===== config.mk =====
export PLATFORM = sky130hd
export DESIGN_NAME = murmur64_byte_stream_hash_flat
export DESIGN_NICKNAME = d
export VERILOG_FILES = /design/src/rtl/core/mh64_pkg.sv /design/src/rtl/core/mh64_if.sv /design/src/rtl/core/mh64_front.sv /design/src/rtl/core/mh64_queue.sv /design/src/rtl/core/mh64_back.sv /design/src/rtl/core/murmur64_byte_stream_hash.sv /design/src/flat_wrapper.sv
export SDC_FILE = /design/constraint.sdc
export NUM_CORES = 2
export LEC_CHECK = 0
export BUFFER_PORTS_ARGS = -buffer_cell sky130_fd_sc_hd__buf_2
export CAP_MARGIN = 10
export CORE_UTILIZATION = 56
export CTS_CLUSTER_SIZE = 40
export DETAILED_ROUTE_END_ITERATION = 10
export PLACE_DENSITY_LB_ADDON = 0.25
export SETUP_SLACK_MARGIN = 0.2
export SYNTH_ARGS = -nofsm -noshare
export SYNTH_HDL_FRONTEND = slang
export SYNTH_SLANG_ARGS = --single-unit

===== constraint.sdc =====
create_clock -name clk -period 9 [get_ports clk]
set_input_delay 0.9 -clock clk [delete_from_list [all_inputs] [get_ports clk]]
set_output_delay 0.9 -clock clk [all_outputs]
set_load 0.005 [all_outputs]

===== src/rtl/core/mh64_pkg.sv =====
// shared types, constants and helpers for the 64-bit murmur byte stream hash
package mh64_pkg;

  localparam logic [31:0] MUL_LO    = 32'h5bd1e995;
  localparam logic [31:0] MUL_HI    = 32'hc6a4a793;
  localparam int          MIX_SHIFT = 47;
  localparam logic [3:0]  FULL_BYTES = 4'd8;

  // work queue between front and back
  localparam int QDEPTH = 2;
  localparam int PTR_W  = (QDEPTH > 1) ? $clog2(QDEPTH) : 1;
  localparam int LVL_W  = $clog2(QDEPTH + 1);

  // word kinds decided by the front
  localparam logic [1:0] OP_NONE = 2'd0;
  localparam logic [1:0] OP_TAIL = 2'd1;
  localparam logic [1:0] OP_FULL = 2'd2;

  typedef struct packed {
    logic [1:0]  op;
    logic [63:0] word;
    logic        first;
    logic        last;
    logic [31:0] len;
  } entry_t;

  function automatic logic [63:0] shift_mix(input logic [63:0] v);
    shift_mix = v ^ (v >> MIX_SHIFT);
  endfunction

endpackage


===== src/rtl/core/mh64_if.sv =====
// stream interfaces for message words and finished hashes
interface mh64_in_if;
  logic        valid;
  logic        ready;
  logic [63:0] data_word;
  logic [3:0]  valid_bytes;
  logic        first_word;
  logic        last_word;
  logic [31:0] total_length;

  modport source(output valid, data_word, valid_bytes, first_word, last_word, total_length,
                 input ready);
  modport sink(input valid, data_word, valid_bytes, first_word, last_word, total_length,
               output ready);
endinterface

interface mh64_out_if;
  logic        valid;
  logic        ready;
  logic [63:0] hash_value;

  modport source(output valid, hash_value, input ready);
  modport sink(input valid, hash_value, output ready);
endinterface


===== src/rtl/core/mh64_front.sv =====
// front end: takes message beats, classifies them and masks tails
module mh64_front (
  mh64_in_if.sink          msg,
  output logic             push_valid,
  input  logic             push_ready,
  output mh64_pkg::entry_t push_data
);

  logic [63:0] masked;

  always_comb begin
    for (int i = 0; i < 8; i++) begin
      masked[8*i +: 8] = (4'(i) < msg.valid_bytes) ? msg.data_word[8*i +: 8] : 8'h00;
    end
  end

  always_comb begin
    push_data.word  = masked;
    push_data.first = msg.first_word;
    push_data.last  = msg.last_word;
    push_data.len   = msg.total_length;
    // eight and above counts as a full word
    if (msg.valid_bytes >= mh64_pkg::FULL_BYTES) begin
      push_data.op   = mh64_pkg::OP_FULL;
      push_data.word = msg.data_word;
    end else if (msg.valid_bytes != 4'd0) begin
      push_data.op = mh64_pkg::OP_TAIL;
    end else begin
      push_data.op = mh64_pkg::OP_NONE;
    end
  end

  assign push_valid = msg.valid;
  assign msg.ready  = push_ready;

endmodule


===== src/rtl/core/mh64_queue.sv =====
// short fifo of classified words between front and back
module mh64_queue (
  input  logic                         clk,
  input  logic                         rst,
  input  logic                         push_valid,
  output logic                         push_ready,
  input  mh64_pkg::entry_t             push_data,
  output logic                         pop_valid,
  input  logic                         pop_ready,
  output mh64_pkg::entry_t             pop_data,
  output logic [mh64_pkg::LVL_W-1:0]   level
);

  mh64_pkg::entry_t                 slots [mh64_pkg::QDEPTH];
  logic [mh64_pkg::PTR_W-1:0]       wptr;
  logic [mh64_pkg::PTR_W-1:0]       rptr;
  logic                             do_push;
  logic                             do_pop;

  localparam logic [mh64_pkg::PTR_W-1:0] LAST_PTR = mh64_pkg::PTR_W'(mh64_pkg::QDEPTH - 1);
  localparam logic [mh64_pkg::LVL_W-1:0] FULL_LVL = mh64_pkg::LVL_W'(mh64_pkg::QDEPTH);

  assign push_ready = (level != FULL_LVL);
  assign pop_valid  = (level != '0);
  assign pop_data   = slots[rptr];
  assign do_push    = push_valid && push_ready;
  assign do_pop     = pop_valid && pop_ready;

  always_ff @(posedge clk) begin
    if (do_push) begin
      slots[wptr] <= push_data;
    end
  end

  always_ff @(posedge clk) begin
    if (rst) begin
      wptr  <= '0;
      rptr  <= '0;
      level <= '0;
    end else begin
      if (do_push) begin
        wptr <= (wptr == LAST_PTR) ? '0 : wptr + 1'b1;
      end
      if (do_pop) begin
        rptr <= (rptr == LAST_PTR) ? '0 : rptr + 1'b1;
      end
      if (do_push && !do_pop) begin
        level <= level + 1'b1;
      end else if (do_pop && !do_push) begin
        level <= level - 1'b1;
      end
    end
  end

endmodule


===== src/rtl/core/mh64_back.sv =====
// back end: hash sequencer around one shared 32x32 multiplier, with output register
module mh64_back (
  input  logic             clk,
  input  logic             rst,
  input  logic [63:0]      seed,
  input  logic             q_valid,
  output logic             q_ready,
  input  mh64_pkg::entry_t q_data,
  mh64_out_if.source       digest
);

  localparam logic [2:0] ST_IDLE = 3'd0;
  localparam logic [2:0] ST_LEN  = 3'd1;
  localparam logic [2:0] ST_KEY1 = 3'd2;
  localparam logic [2:0] ST_KEY2 = 3'd3;
  localparam logic [2:0] ST_HASH = 3'd4;
  localparam logic [2:0] ST_FIN  = 3'd5;

  localparam logic [1:0] PH_LL = 2'd0;
  localparam logic [1:0] PH_LH = 2'd1;
  localparam logic [1:0] PH_HL = 2'd2;

  logic [2:0]       state, state_next;
  logic [1:0]       ph, ph_next;
  logic [63:0]      acc, acc_next;
  logic [63:0]      opa, opa_next;
  logic [63:0]      hash, hash_next;
  mh64_pkg::entry_t cur, cur_next;
  logic             res_valid, res_valid_next;
  logic [63:0]      res_data, res_data_next;

  logic [31:0] a_part;
  logic [31:0] m_part;
  logic [63:0] prod;
  logic [63:0] mres;
  logic        adv;

  // low 64 bits of opa * M from three 32-bit partial products
  assign a_part = (ph == PH_HL) ? opa[63:32] : opa[31:0];
  assign m_part = (ph == PH_LH) ? mh64_pkg::MUL_HI : mh64_pkg::MUL_LO;
  assign prod   = 64'(a_part) * 64'(m_part);
  assign mres   = acc + {prod[31:0], 32'h0};

  // finishing waits while the previous hash is still unread
  assign adv = !((state == ST_FIN) && (ph == PH_HL) && res_valid && !digest.ready);

  assign q_ready          = (state == ST_IDLE);
  assign digest.valid      = res_valid;
  assign digest.hash_value = res_data;

  always_comb begin
    mh64_pkg::entry_t e;
    logic [63:0]      hv;
    logic             disp;

    state_next     = state;
    ph_next        = ph;
    acc_next       = acc;
    opa_next       = opa;
    hash_next      = hash;
    cur_next       = cur;
    res_valid_next = res_valid;
    res_data_next  = res_data;
    e              = cur;
    hv             = hash;
    disp           = 1'b0;

    if (res_valid && digest.ready) begin
      res_valid_next = 1'b0;
    end

    if (state == ST_IDLE) begin
      if (q_valid) begin
        cur_next = q_data;
        ph_next  = PH_LL;
        if (q_data.first) begin
          state_next = ST_LEN;
          opa_next   = {32'h0, q_data.len};
        end else begin
          disp = 1'b1;
          e    = q_data;
          hv   = hash;
        end
      end
    end else if (adv) begin
      if (ph != PH_HL) begin
        ph_next  = ph + 1'b1;
        acc_next = (ph == PH_LL) ? prod : mres;
      end else begin
        ph_next = PH_LL;
        unique case (state)
          ST_LEN: begin
            disp = 1'b1;
            hv   = seed ^ mres;
          end
          ST_KEY1: begin
            state_next = ST_KEY2;
            opa_next   = mh64_pkg::shift_mix(mres);
          end
          ST_KEY2: begin
            state_next = ST_HASH;
            opa_next   = hash ^ mres;
          end
          ST_HASH: begin
            hash_next = mres;
            if (cur.last) begin
              state_next = ST_FIN;
              opa_next   = mh64_pkg::shift_mix(mres);
            end else begin
              state_next = ST_IDLE;
            end
          end
          ST_FIN: begin
            res_valid_next = 1'b1;
            res_data_next  = mh64_pkg::shift_mix(mres);
            state_next     = ST_IDLE;
          end
          default: begin
            state_next = ST_IDLE;
          end
        endcase
      end
    end

    // start the mixing of a word once its starting hash is known
    if (disp) begin
      hash_next = hv;
      unique case (e.op)
        mh64_pkg::OP_FULL: begin
          state_next = ST_KEY1;
          opa_next   = e.word;
        end
        mh64_pkg::OP_TAIL: begin
          state_next = ST_HASH;
          opa_next   = hv ^ e.word;
        end
        default: begin
          if (e.last) begin
            state_next = ST_FIN;
            opa_next   = mh64_pkg::shift_mix(hv);
          end else begin
            state_next = ST_IDLE;
          end
        end
      endcase
    end
  end

  always_ff @(posedge clk) begin
    if (rst) begin
      state     <= ST_IDLE;
      ph        <= PH_LL;
      hash      <= '0;
      res_valid <= 1'b0;
    end else begin
      state     <= state_next;
      ph        <= ph_next;
      hash      <= hash_next;
      res_valid <= res_valid_next;
    end
  end

  always_ff @(posedge clk) begin
    acc      <= acc_next;
    opa      <= opa_next;
    cur      <= cur_next;
    res_data <= res_data_next;
  end

endmodule


===== src/rtl/core/murmur64_byte_stream_hash.sv =====
// top level of the 64-bit murmur byte stream hash
//
//  port       kind         moves
//  msg        stream in    one message word per beat, length on the first
//  digest     stream out   one finished 64-bit hash per last word
//  seed_*     write only   seed register, taken on any edge with seed_we high
//
// a word is dispatched, then each 64-bit multiply runs as partial products on
// the single 32x32 multiplier: one multiply for the length on a first word,
// three for a full word, one for a tail and one for the finish on a last word
// reset clears seed, running hash, queue and output valid; no sweep
// a two-beat queue lets msg keep flowing while the sequencer works or the
// digest register waits to be taken
module murmur64_byte_stream_hash (
  input  logic        clk,
  input  logic        rst,
  mh64_in_if.sink     msg,
  mh64_out_if.source  digest,
  input  logic        seed_we,
  input  logic [63:0] seed_data
);

  logic [63:0]                    hash_seed;
  logic                           push_valid;
  logic                           push_ready;
  mh64_pkg::entry_t               push_data;
  logic                           pop_valid;
  logic                           pop_ready;
  mh64_pkg::entry_t               pop_data;
  logic [mh64_pkg::LVL_W-1:0]     q_level;
  logic                           q_push;
  logic                           q_pop;

  always_ff @(posedge clk) begin
    if (rst) begin
      hash_seed <= '0;
    end else if (seed_we) begin
      hash_seed <= seed_data;
    end
  end

  mh64_front u_front (
    .msg        (msg),
    .push_valid (push_valid),
    .push_ready (push_ready),
    .push_data  (push_data)
  );

  mh64_queue u_queue (
    .clk        (clk),
    .rst        (rst),
    .push_valid (push_valid),
    .push_ready (push_ready),
    .push_data  (push_data),
    .pop_valid  (pop_valid),
    .pop_ready  (pop_ready),
    .pop_data   (pop_data),
    .level      (q_level)
  );

  mh64_back u_back (
    .clk     (clk),
    .rst     (rst),
    .seed    (hash_seed),
    .q_valid (pop_valid),
    .q_ready (pop_ready),
    .q_data  (pop_data),
    .digest  (digest)
  );

  assign q_push = push_valid && push_ready;
  assign q_pop  = pop_valid && pop_ready;

  // a full queue must hold the input off
  a_full_stalls: assert property (@(posedge clk) disable iff (rst)
    (q_level == mh64_pkg::LVL_W'(mh64_pkg::QDEPTH)) |-> !msg.ready)
    else $error("beat taken while queue full");

  // queue level tracks push without pop
  a_level_up: assert property (@(posedge clk) disable iff (rst)
    (q_push && !q_pop) |=> (q_level == $past(q_level) + 1'b1))
    else $error("queue level did not rise on push");

  a_level_down: assert property (@(posedge clk) disable iff (rst)
    (q_pop && !q_push) |=> (q_level == $past(q_level) - 1'b1))
    else $error("queue level did not fall on pop");

  // no result survives reset
  a_reset_out: assert property (@(posedge clk) $past(rst) |-> !digest.valid)
    else $error("digest valid right after reset");

endmodule


===== src/flat_wrapper.sv =====
// flat-port wrapper written by rule: the top's interface ports become plain ports
module murmur64_byte_stream_hash_flat 
  (clk, rst, seed_we, seed_data, msg_valid, msg_data_word, msg_valid_bytes, msg_first_word, msg_last_word, msg_total_length, msg_ready, digest_valid, digest_hash_value, digest_ready);
  mh64_in_if msg_i ();
  mh64_out_if digest_i ();
  input  logic clk;
  input  logic rst;
  input  logic seed_we;
  input  logic [63:0] seed_data;
  input wire logic [$bits(msg_i.valid)-1:0] msg_valid;
  input wire logic [$bits(msg_i.data_word)-1:0] msg_data_word;
  input wire logic [$bits(msg_i.valid_bytes)-1:0] msg_valid_bytes;
  input wire logic [$bits(msg_i.first_word)-1:0] msg_first_word;
  input wire logic [$bits(msg_i.last_word)-1:0] msg_last_word;
  input wire logic [$bits(msg_i.total_length)-1:0] msg_total_length;
  output wire logic [$bits(msg_i.ready)-1:0] msg_ready;
  output wire logic [$bits(digest_i.valid)-1:0] digest_valid;
  output wire logic [$bits(digest_i.hash_value)-1:0] digest_hash_value;
  input wire logic [$bits(digest_i.ready)-1:0] digest_ready;
  assign msg_i.valid = msg_valid;
  assign msg_i.data_word = msg_data_word;
  assign msg_i.valid_bytes = msg_valid_bytes;
  assign msg_i.first_word = msg_first_word;
  assign msg_i.last_word = msg_last_word;
  assign msg_i.total_length = msg_total_length;
  assign msg_ready = msg_i.ready;
  assign digest_valid = digest_i.valid;
  assign digest_hash_value = digest_i.hash_value;
  assign digest_i.ready = digest_ready;
  murmur64_byte_stream_hash u_core (.clk(clk), .rst(rst), .msg(msg_i), .digest(digest_i), .seed_we(seed_we), .seed_data(seed_data));
endmodule

==> impl_metrics.py <==
metrics = {
    "cts": {
        "clkSlewWorstSetupHoldPaths_ns": 0.07,
        "cts.path.max_buffers": 3,
        "ctsHoldBuffers": 0,
        "cts_tree": "built",
        "insertion_delay_ns": 0.67,
        "cts-root-buf": "clkbuf_16",
        "htreeDepth": 2,
        "cts_made_buffers": 59,
        "clkSinkCount": 598,
    },
    "global_routing": {
        "grt_use_total_pct": 41.78,
        "first_global_vias": 45420,
        "grt_start_max_net_pins": 78,
        "antenna_found_initial": 12,
        "grt_overflow": 0,
        "grt_pass1_wl_um": 296800,
    },
    "floorplanning": {
        "initial_core_util_pct": 56.76,
        "ios": 237,
        "die_w_um": 312.8,
        "die_h_um": 312.8,
        "core_area_um2": 95290,
        "placementRows": 113,
        "die_area_um2": 97840,
    },
    "setup_path": {
        "r2r-end": "u_core.u_back.opa[61]",
        "end_kind": "flop",
        "r2r_start": "u_core.u_back.ph[1]",
        "critical_path_class": "reg2reg",
        "crit_fanout": 5,
        "critPathLaunchType": "flop",
        "slowest_stage": "fa_2",
        "path_common_cell": "ha_4",
        "path_buf_inv": 12,
        "max_stage_delay_ns": 0.61,
        "cp_top_family": "adder cells",
        "worst_ep_arrival_time_ns": 9.67,
        "reg2reg_depth": 42,
        "critPathRequiredTime_ns": 9.55,
        "rrSetupSlack_ns": -0.12,
    },
    "route": {
        "wl_per_cell_um": 27.32,
        "drt-initial-drc-count": 5036,
        "drt-total-wl_um": 207100,
        "ant_nets": 0,
        "dr.pass1.iters": 6,
        "vias": 45360,
        "drc": 0,
        "vias_per_cell": 5.983,
    },
    "synth": {
        "netlist_area_um2": 54090,
        "netlist_instances": 5374,
        "synth_xor_area_share_pct": 3.807,
        "synth-simple-area-share_pct": 10.07,
        "synth.distinct_cells": 90,
        "ys_seq_area_share_pct": 29.44,
        "synth_top_family_by_area": "adder cells",
        "ys_warn_count": 0,
        "synth_top_flop_cell": "edfxtp_1",
        "yosys.area_share.adder_pct": 32.86,
        "ys_async_sr_fraction_pct": 0,
        "synth_mux_area_share_pct": 4.876,
        "synth_seq_cells": 598,
        "syn_area_per_cell_um2": 10.07,
        "synth_top_area_share_pct": 22.80,
        "synth_compound_area_share_pct": 11.29,
        "synth_top_area_cell": "fa_1",
        "yosys-top-cells-area": "fa_1, edfxtp_1, ha_1, dfxtp_1, inv_1",
        "synth-edff-count": 395,
    },
    "sta": {
        "max_freq_mhz": 109.7,
        "report.final.slew_viol_count": 0,
        "rsz0062_at_grt": "true",
        "final-setup-viol-count": 13,
        "slew_headroom_pct": 25.64,
        "fin_ws_ns": -0.1199,
        "worst_slew_pin_slew_ns": 1.113,
        "hold_viol_final": 0,
        "clock_skew_ns": 0.04892,
        "min_period_ns": 9.120,
        "finalCritPeriodShare_pct": 101.3,
    },
    "min_path": {
        "min_path_type": "in2reg",
        "min_to": "u_core.u_queue.slots[0][22]",
        "min_from": "msg_total_length[22]",
        "whs_path_depth": 1,
    },
    "finish": {
        "drive_gt1_share_pct": 28.51,
        "fin_nets": 7483,
        "final_cell_area_um2": 68360,
        "final_util_pct": 71.74,
        "fillerInstances": 7040,
        "area_delta_synth_final_pct": 26.38,
    },
    "run_status": {
        "status": "finished, violations left",
        "violations": "setup timing",
    },
    "placement": {
        "dp_hpwl_um": 162800,
        "place_area_um2": 61390,
        "gp_congestion": 1.088,
        "port_buffers": 236,
    },
    "job": {
        "drv_cap": 0,
    },
}
-- stage by stage --
| step | setup WS (ns) | cells | hold slack, ns | TNS (ns) |
|---|---|---|---|---|
| 6_report | -0.1199 | 7581 | 0.4346 | -0.8205 |
| 5_1_grt | -0.3023 | 7579 | 0.4164 | -6.424 |
| 4_1_cts | -0.09814 | 7502 | 0.4087 | -0.3489 |
| 3_5_place_dp | -0.5443 | 7294 | 0.4986 | -12.56 |
| 3_3_place_gp | -0.3790 | 7294 | 0.4667 | -7.183 |
| 2_1_floorplan | 0.1706 | 5378 | 0.4554 | 0 |
-- state kept, by name, summed over array words and instances, names as in the netlist, named ones only --
name	flops
u_core.u_back.hash	64
u_core.u_queue.wptr	1
u_core.u_back.cur	67
u_core.u_queue.rptr	1
u_core.u_back.digest.hash_value	64
u_core.u_back.state	3
u_core.u_back.ph	2
u_core.u_back.acc	64
u_core.u_back.digest.valid	1
u_core.u_back.opa	64
u_core.hash_seed	64
u_core.u_queue.level	2
u_core.u_queue.slots	200
-- kinds of logic (layout without fill, tap and decap cells) --
group,after synthesis,in the layout
simple gates,1218,1218
mux,252,252
flops,598,598
fa+ha+maj,1051,1051
xor+xnor,222,222
compound gates,937,937
other cells,2,11
buf+inv,1094,2027
-- repair_timing --
item / in CTS / in global routing
resized for setup: 414 / 337
buffers inserted: 95 / 74
gates cloned: 2 / 0
hold endpoints to repair: 0 / 0
pin swaps: 156 / 199
setup endpoints to repair: 78 / 95
-- area by class of cell --
cell class | count | area, um^2 | share of cell area (%)
tap | 1265 | 1583 | 2.315
clock inverter | 41 | 546.8 | 0.7998
antenna | 5 | 12.51 | 0.01830
clock buffer | 70 | 1560 | 2.282
multi-input combinational | 3686 | 37280 | 54.53
timing repair buffer | 1065 | 8229 | 12.04
inverter | 851 | 3222 | 4.713
sequential | 598 | 15930 | 23.31
-- placed cells by master, fill, tap and decap left out, drive strengths merged, types with 27 or more instances in the layout --
cell type and count:
nor2 362, and2 55, xnor2 135, nand2 500
inv 851, a221oi 48, a21o 62, nor2b 68
mux2i 170, a21oi 210, fa 616, dfxtp 203
nand4 30, nand3 49, nand2b 27, nor3 36
a211oi 60, mux2 82, clkbuf 70, ha 435
o21ai 258, buf 1065, o211ai 38, edfxtp 395
xor2 82, o22ai 43
-- how the worst max path moves through the flow --
stage,startpoint,endpoint,slack [ns],cells after the start
after floorplan,u_core.u_back.ph[1],u_core.u_back.hash[63],0.17,35
after global placement,u_core.u_back.ph[1],u_core.u_back.hash[63],-0.38,37
after detailed placement,u_core.u_back.ph[0],u_core.u_back.hash[63],-0.54,38
after CTS,u_core.u_back.ph[1],u_core.u_back.hash[63],-0.1,37
after global routing,u_core.u_back.ph[1],u_core.u_back.opa[15],-0.30,40
final,u_core.u_back.ph[1],u_core.u_back.opa[61],-0.12,42
-- synthesized netlist by cell type (68+ instances only) --
cell / n
inv_1: 850
fa_1: 616
nand2_1: 499
ha_1: 435
edfxtp_1: 395
nor2_1: 362
o21ai_0: 248
a21oi_1: 210
clkbuf_1: 205
dfxtp_1: 203
mux2i_1: 169
xnor2_1: 131
mux2_2: 82
xor2_1: 80
nor2b_1: 68
-- layer usage --
| layer | vias up | GRT usage, % | routed length [um] |
|---|---|---|---|
| li1 | 19780 | - | - |
| met3 | 662 | 10.16 | 22160 |
| met4 | 10 | 22.63 | 14680 |
| met5 | - | 0 | 61 |
| met1 | 22310 | 53.71 | 77500 |
| met2 | 2596 | 65.29 | 92730 |
-- worst reg2reg max path, delay by kind of cell (launching register included) --
family	cells	cell delay, ns
fa+ha+maj	10	3.79
compound gates	9	1.47
buf+inv	12	1.01
mux	2	0.54
flops	1	0.36
xor+xnor	1	0.12
simple gates	8	1.72
Power is left out: the tool's default activity adds up to more than one toggle a clock period on the data nets, which glitch-free logic cannot reach.
